[src/rtl/slipcrc_pkg.sv]
// Shared types, SLIP codes and the byte-wide reflected CRC32 step for the
// SLIP deframer with CRC32 check. No dependencies.
package slipcrc_pkg;

   localparam int MAX_FRAME_BYTES_DEF = 256;

   localparam logic [7:0] SLIP_END     = 8'hC0;
   localparam logic [7:0] SLIP_ESC     = 8'hDB;
   localparam logic [7:0] SLIP_ESC_END = 8'hDC;
   localparam logic [7:0] SLIP_ESC_ESC = 8'hDD;

   localparam logic [31:0] CRC_POLY = 32'hEDB88320;
   localparam logic [31:0] CRC_ONES = 32'hFFFFFFFF;

   typedef enum logic [1:0] {
      STATUS_BUSY    = 2'd0,
      STATUS_DONE    = 2'd1,
      STATUS_FRAMING = 2'd2,
      STATUS_BADCRC  = 2'd3
   } status_type;

   typedef struct packed {
      status_type status;
      logic       data_valid;
      logic [7:0] data_out;
      logic [7:0] frame_length;
   } result_type;

   // One byte through the reflected CRC32, LSB first.
   function automatic logic [31:0] crc_byte(input logic [31:0] crc, input logic [7:0] data);
      logic [31:0] c;
      c = crc ^ {24'd0, data};
      for (int k = 0; k < 8; k++) begin
         c = c[0] ? ((c >> 1) ^ CRC_POLY) : (c >> 1);
      end
      return c;
   endfunction

endpackage

[src/rtl/slipcrc_core.sv]
// Unescape, trailer window, byte count and running CRC32 for one byte per
// request; computes the result item. Depends on slipcrc_pkg.
module slipcrc_core #(
   parameter int MAX_FRAME_BYTES = slipcrc_pkg::MAX_FRAME_BYTES_DEF
) (
   input  logic                    clock,
   input  logic                    reset,
   input  logic                    accept,
   input  logic [7:0]              rx_byte,
   output slipcrc_pkg::result_type result
);

   localparam int CW = $clog2(MAX_FRAME_BYTES + 1);
   localparam logic [CW-1:0] CNT_MAX = CW'(MAX_FRAME_BYTES);
   localparam logic [CW-1:0] CNT_TRL = CW'(4);

   logic          escape_ff, escape_in;
   logic          clear_ff, clear_in;
   logic [CW-1:0] count_ff, count_in;
   logic [7:0]    win_ff [4];
   logic [7:0]    win_in [4];
   logic [31:0]   crc_ff, crc_in;

   logic          esc_eff;
   logic [CW-1:0] cnt_eff;
   logic [7:0]    win_eff [4];
   logic [31:0]   crc_eff;
   logic          push;
   logic [7:0]    push_byte;
   logic [CW-1:0] len_w;

   always_comb begin
      // A pending clear restores reset state before this byte is handled.
      esc_eff = clear_ff ? 1'b0 : escape_ff;
      cnt_eff = clear_ff ? '0 : count_ff;
      crc_eff = clear_ff ? slipcrc_pkg::CRC_ONES : crc_ff;
      for (int i = 0; i < 4; i++) begin
         win_eff[i] = clear_ff ? 8'd0 : win_ff[i];
      end
      len_w = cnt_eff - CNT_TRL;

      escape_in = 1'b0;
      clear_in  = 1'b0;
      count_in  = cnt_eff;
      crc_in    = crc_eff;
      win_in    = win_eff;
      push      = 1'b0;
      push_byte = rx_byte;
      result    = '{status: slipcrc_pkg::STATUS_BUSY, data_valid: 1'b0,
                    data_out: 8'd0, frame_length: 8'd0};

      if (esc_eff) begin
         if (rx_byte == slipcrc_pkg::SLIP_ESC_END) begin
            push      = 1'b1;
            push_byte = slipcrc_pkg::SLIP_END;
         end else if (rx_byte == slipcrc_pkg::SLIP_ESC_ESC) begin
            push      = 1'b1;
            push_byte = slipcrc_pkg::SLIP_ESC;
         end else begin
            result.status = slipcrc_pkg::STATUS_FRAMING;
            clear_in      = 1'b1;
         end
      end else if (rx_byte == slipcrc_pkg::SLIP_END) begin
         clear_in = 1'b1;
         if (cnt_eff < CNT_TRL) begin
            result.status = (cnt_eff != '0) ? slipcrc_pkg::STATUS_FRAMING
                                            : slipcrc_pkg::STATUS_BUSY;
         end else if ((crc_eff ^ slipcrc_pkg::CRC_ONES) ==
                      {win_eff[3], win_eff[2], win_eff[1], win_eff[0]}) begin
            result.status       = slipcrc_pkg::STATUS_DONE;
            result.frame_length = 8'(len_w);
         end else begin
            result.status = slipcrc_pkg::STATUS_BADCRC;
         end
      end else if (rx_byte == slipcrc_pkg::SLIP_ESC) begin
         escape_in = 1'b1;
      end else begin
         push = 1'b1;
      end

      if (push) begin
         if (cnt_eff == CNT_MAX) begin
            // overflow: drop the byte
            result.status = slipcrc_pkg::STATUS_FRAMING;
            clear_in      = 1'b1;
         end else begin
            if (cnt_eff >= CNT_TRL) begin
               result.data_valid = 1'b1;
               result.data_out   = win_eff[0];
               crc_in            = slipcrc_pkg::crc_byte(crc_eff, win_eff[0]);
            end
            win_in[0] = win_eff[1];
            win_in[1] = win_eff[2];
            win_in[2] = win_eff[3];
            win_in[3] = push_byte;
            count_in  = cnt_eff + CW'(1);
         end
      end
   end

   always_ff @(posedge clock) begin
      if (reset) begin
         escape_ff <= 1'b0;
         clear_ff  <= 1'b0;
         count_ff  <= '0;
         crc_ff    <= slipcrc_pkg::CRC_ONES;
         for (int i = 0; i < 4; i++) begin
            win_ff[i] <= 8'd0;
         end
      end else if (accept) begin
         escape_ff <= escape_in;
         clear_ff  <= clear_in;
         count_ff  <= count_in;
         crc_ff    <= crc_in;
         win_ff    <= win_in;
      end
   end

`ifndef ASSERT_OFF
   a_count_bound: assert property (@(posedge clock) disable iff (reset)
      count_ff <= CNT_MAX)
      else $error("byte count above frame limit");

   a_error_clears: assert property (@(posedge clock) disable iff (reset)
      accept && (result.status == slipcrc_pkg::STATUS_FRAMING ||
                 result.status == slipcrc_pkg::STATUS_BADCRC) |=> clear_ff)
      else $error("frame error did not schedule a clear");

   a_release_not_done: assert property (@(posedge clock) disable iff (reset)
      accept && result.data_valid |-> result.status == slipcrc_pkg::STATUS_BUSY)
      else $error("payload release together with frame end");

   a_escape_once: assert property (@(posedge clock) disable iff (reset)
      accept && esc_eff |=> !escape_ff)
      else $error("escape flag survived the escaped byte");
`endif

endmodule

[src/rtl/slipcrc_out_reg.sv]
// Result register for the SLIP deframer: holds one result until the
// downstream side takes it. Depends on slipcrc_pkg.
module slipcrc_out_reg (
   input  logic                    clock,
   input  logic                    reset,
   input  logic                    load,
   input  slipcrc_pkg::result_type result,
   input  logic                    take,
   output logic                    valid,
   output slipcrc_pkg::result_type held
);

   logic                    valid_ff, valid_in;
   slipcrc_pkg::result_type held_ff;

   assign valid_in = load | (valid_ff & ~take);

   always_ff @(posedge clock) begin
      if (reset) begin
         valid_ff <= 1'b0;
      end else begin
         valid_ff <= valid_in;
      end
   end

   always_ff @(posedge clock) begin
      if (load) begin
         held_ff <= result;
      end
   end

   assign valid = valid_ff;
   assign held  = held_ff;

endmodule

[src/rtl/slip_crc32_frame_decoder_top.sv]
// Top level of the SLIP deframer with CRC32 trailer check.
// Depends on slipcrc_pkg, slipcrc_core and slipcrc_out_reg.
//
// Takes one raw serial byte per request and returns one result per request,
// registered in the result register. A new byte is taken every cycle
// while the result side keeps up; the unescape, window shift and byte-wide
// CRC32 update all sit between the state registers and the result register.
// Payload bytes are released four bytes late (the CRC trailer stays in the
// window); a frame's bytes must be dropped downstream unless its END reports
// status done. After END or an error the next byte starts a fresh frame.
module slip_crc32_frame_decoder_top #(
   parameter int MAX_FRAME_BYTES = slipcrc_pkg::MAX_FRAME_BYTES_DEF
) (
   input  logic        clock,
   input  logic        reset,
   input  logic        req_tvalid,
   output logic        req_tready,
   input  logic [7:0]  req_tdata,   // [7:0] rx_byte
   output logic        rsp_tvalid,
   input  logic        rsp_tready,
   output logic [15:0] rsp_tdata,   // [7:0] data_out, [15:8] frame_length
   output logic [2:0]  rsp_tuser    // [1:0] status, [2] data_valid
);

   logic                    accept;
   slipcrc_pkg::result_type result;
   slipcrc_pkg::result_type held;

   // take a request whenever the result register is free or being emptied
   assign req_tready = ~rsp_tvalid | rsp_tready;
   assign accept     = req_tvalid & req_tready;

   slipcrc_core #(
      .MAX_FRAME_BYTES(MAX_FRAME_BYTES)
   ) u_core (
      .clock   (clock),
      .reset   (reset),
      .accept  (accept),
      .rx_byte (req_tdata),
      .result  (result)
   );

   slipcrc_out_reg u_out (
      .clock  (clock),
      .reset  (reset),
      .load   (accept),
      .result (result),
      .take   (rsp_tready),
      .valid  (rsp_tvalid),
      .held   (held)
   );

   assign rsp_tdata = {held.frame_length, held.data_out};
   assign rsp_tuser = {held.data_valid, held.status};

endmodule
[config.mk]
export PLATFORM = sky130hd
export DESIGN_NAME = slip_crc32_frame_decoder_top
export DESIGN_NICKNAME = d
export VERILOG_FILES = /design/src/rtl/slipcrc_pkg.sv /design/src/rtl/slipcrc_core.sv /design/src/rtl/slipcrc_out_reg.sv /design/src/rtl/slip_crc32_frame_decoder_top.sv
export SDC_FILE = /design/constraint.sdc
export NUM_CORES = 1
export LEC_CHECK = 0
export ABC_AREA = 0
export BUFFER_PORTS_ARGS = -buffer_cell sky130_fd_sc_hd__buf_2
export CAP_MARGIN = 30
export CORE_MARGIN = 2
export CORE_UTILIZATION = 60
export DETAILED_ROUTE_END_ITERATION = 10
export GPL_ROUTABILITY_DRIVEN = 0
export MAX_ROUTING_LAYER = met4
export PLACE_DENSITY = 0.89
export SLEW_MARGIN = 25
export SYNTH_ARGS = -nofsm -noshare
export SYNTH_HDL_FRONTEND = slang
export SYNTH_HIERARCHICAL = 1
export SYNTH_SLANG_ARGS = --single-unit
[constraint.sdc]
create_clock -name clock -period 4 [get_ports clock]
set_clock_uncertainty 0.2 [all_clocks]
set_input_delay 0.8 -clock clock [delete_from_list [all_inputs] [get_ports clock]]
set_output_delay 0.8 -clock clock [all_outputs]
set_load 0.03 [all_outputs]
==> impl_results.md <==
* Worst setup SP type: input port
* Fin Hold WS at 0.295 ns
* Slew HR at 0.423
* Ports at 33
* Core area at 7770 sq um
* CTS H-Tree Depth at 3
* Area delta synth->final at 10.1%
* Fin nets at 539
* Post-CTS setup buffer count at 0
* Number of global-route vias before repair at 3808
* Period utilization at 0.759
* Crit path max fanout at 8
* Drt wl/cell at 19.6 um
* Reg-to-Reg End: u_core/crc_ff[23]
* CP Data Arrival Time at 3.07 ns
* Die width at 93.9 um
* Row Count at 32
* Seq/Total Area, Yosys at 0.431
* Yosys top cell by area: dfxtp_1
* EDFF count, synth at 19
* CTS clk-pin slew, worst paths at 0.10 ns
* Post-DR vias/cell at 6.35
* Global-route wire length before repair at 19500 um
* Synth top area share at 0.314
* Top-count cell post-synth: dfxtp_1
* Full die area at 8820 sq um
* Commonest cells in the netlist: 76 x dfxtp_1, 59 x xnor2_1, 47 x nor2_1
* Final min period at 3.04 ns
* CTS tree: yes
* Post_cts resized at 0
* Via Count at 3990
* ANT nets after route at 0
* Die height at 93.9 um
* Avg Inst Size Synth at 9.94 sq um
* Hold endpoint: u_core/count_ff[0]
* Leak pwr at 2.02 nW
* Startpoint of the worst hold path: u_core/count_ff[0]
* Final WL at 12300 um
* CTS max path bufs at 2
* 1st-pass router iterations at 6
* Setup Crit Path Kind: input port to flop
* Reg2reg start: u_core/clear_ff
* Sink Count at 95
* Netlist cell types at 64
* Initial antenna violation count at 0
* FF-to-FF path depth at 9
* Post-Syn Area at 4850 sq um
* Max-slew violation count at 0
* Setup crit end kind: flop
* Tot GR Track Use at 0.300
* Tightest Pin Transition at 0.859 ns
* Top cells by area, synth: dfxtp_1 31%, edfxtp_1 12%, xnor2_1 11%, xor2_1 6.9%, a22o_1 5.8%
* Reg2Reg Setup Slack at 0.97 ns
* F_max at 329 MHz
* Drt drc at 0
* Post-Syn Instances at 488
* Main synth FF type: dfxtp_1
* Setup TNS at 0 ns
* Dpl hpwl at 8500 um
* Number of cells on the worst hold path at 1
* Cts hold-fix bufs at 0
* CTS root buf: clkbuf_8
* Synth async-reset ratio at 0
* Layout cells sized above 1 at 0.143
* Synth warnings at 6
* Gr ovfl total at 0
* Initial Util at 0.625
* DRT iter0 DRCs at 491
* Worst skew pair latency at 0.37 ns
* Largest net degree at the start of global routing at 40
* RSZ-0062 raised after global routing: no
* Syn Nets at 506
* Run status: finished clean
* Required @ worst endpoint at 4.04 ns
* Power Dens Cells at 356 nW/um^2
* Number of setup violations in the final report at 0
* TritonCTS buffer count at 9
* Hold/Removal Path Class: flop to flop
* Maxcap violations at 0
* Peak VDD IR at 0.209 mV
* Ant diodes at 0
* Seq cells post-synth at 95
* Final hold violation count at 0
* Port Buffer Count at 32
## stage by stage
step	power [W]	utilization	cells	setup slack, ns	area (sq um)
6_report	0.00190	0.688	628	0.963	5340
5_1_grt	0.00196	0.688	628	0.873	5340
4_1_cts	0.00190	0.687	627	0.685	5340
3_5_place_dp	0.00121	0.658	611	0.357	5110
3_3_place_gp	0.00120	0.658	611	0.552	5110
2_1_floorplan	0.00115	-	488	0.958	4850
## critical path, cell delays in order
cell and delay (ns):
buf_2 0.10, nand3b_2 0.28, or3_1 0.57, a211oi_2 0.55, nand3_1 0.44, o22ai_1 0.25
nand2_1 0.08
## placed cells by master, fill, tap and decap left out, types with 3 or more instances in the layout
| master | n |
|---|---|
| or4_1 | 3 |
| xor2_1 | 38 |
| nand4_1 | 3 |
| o22ai_1 | 5 |
| ha_1 | 6 |
| and2_1 | 10 |
| nor4_1 | 5 |
| o221ai_1 | 3 |
| nand3_1 | 12 |
| nand2_1 | 36 |
| buf_4 | 8 |
| buf_2 | 32 |
| nor3_1 | 14 |
| inv_1 | 8 |
| edfxtp_1 | 19 |
| xnor2_1 | 59 |
| inv_6 | 3 |
| or3_1 | 6 |
| nor2_1 | 47 |
| o21ai_0 | 12 |
| a21o_1 | 5 |
| dfxtp_1 | 76 |
| clkbuf_8 | 9 |
| a22o_1 | 32 |
| o22a_1 | 11 |
| a21oi_1 | 10 |
| a31oi_1 | 3 |
## state kept, by name, summed over array words and instances (netlist names)
register and flops:
u_core/crc_ff 32, u_core/escape_ff 1, u_core/win_ff 32, u_core/count_ff 9, u_out/held 19, u_out/valid 1
u_core/clear_ff 1
## routing by layer
metal,GRT usage,wire [um],part of all wire,vias to the layer above
li1,-,-,-,1798
met1,0.391,5090,0.41,1886
met2,0.457,5600,0.46,258
met3,0.0465,1150,0.094,48
met4,0.149,456,0.037,0
met5,-,0,0,-
## where the power goes
part           total (W)  switching (W)  internal, W
clock network   0.000712       0.000354     0.000358
logic           0.000176       0.000118    0.0000585
registers        0.00101      0.0000174     0.000997
## kinds of logic (layout without fill, tap and decap cells)
group / count (synthesis) / count (layout) / synth area share
compound gates: 103 / 103 / 0.171
xor+xnor: 102 / 102 / 0.196
fa+ha+maj: 6 / 6 / 0.0155
buf+inv: 28 / 66 / 0.0253
flops: 95 / 95 / 0.431
mux: 1 / 1 / 0.00206
simple gates: 153 / 153 / 0.158
## cell type report
cell class,instances,area (sq um)
inverters,9,33.8
well taps,102,128
clock inverters,7,101
multi-input cells,365,2640
clock buffers,9,124
repair buffers,41,228
flip-flops and latches,95,2090
fillers,590,2420
## how the worst max path moves through the flow
stage	from	end	slack (ns)	depth (start not counted)
after global routing	u_core/clear_ff	u_core/crc_ff[27]	0.87	9
final	req_tdata[5]	u_core/crc_ff[1]	0.96	7
after global placement	req_tdata[5]	u_core/crc_ff[17]	0.55	7
after CTS	req_tdata[5]	u_core/crc_ff[17]	0.69	7
after floorplan	u_core/clear_ff	u_core/crc_ff[13]	0.96	12
after detailed placement	req_tdata[5]	u_core/crc_ff[17]	0.36	7
(Power assumes the default switching activity.)
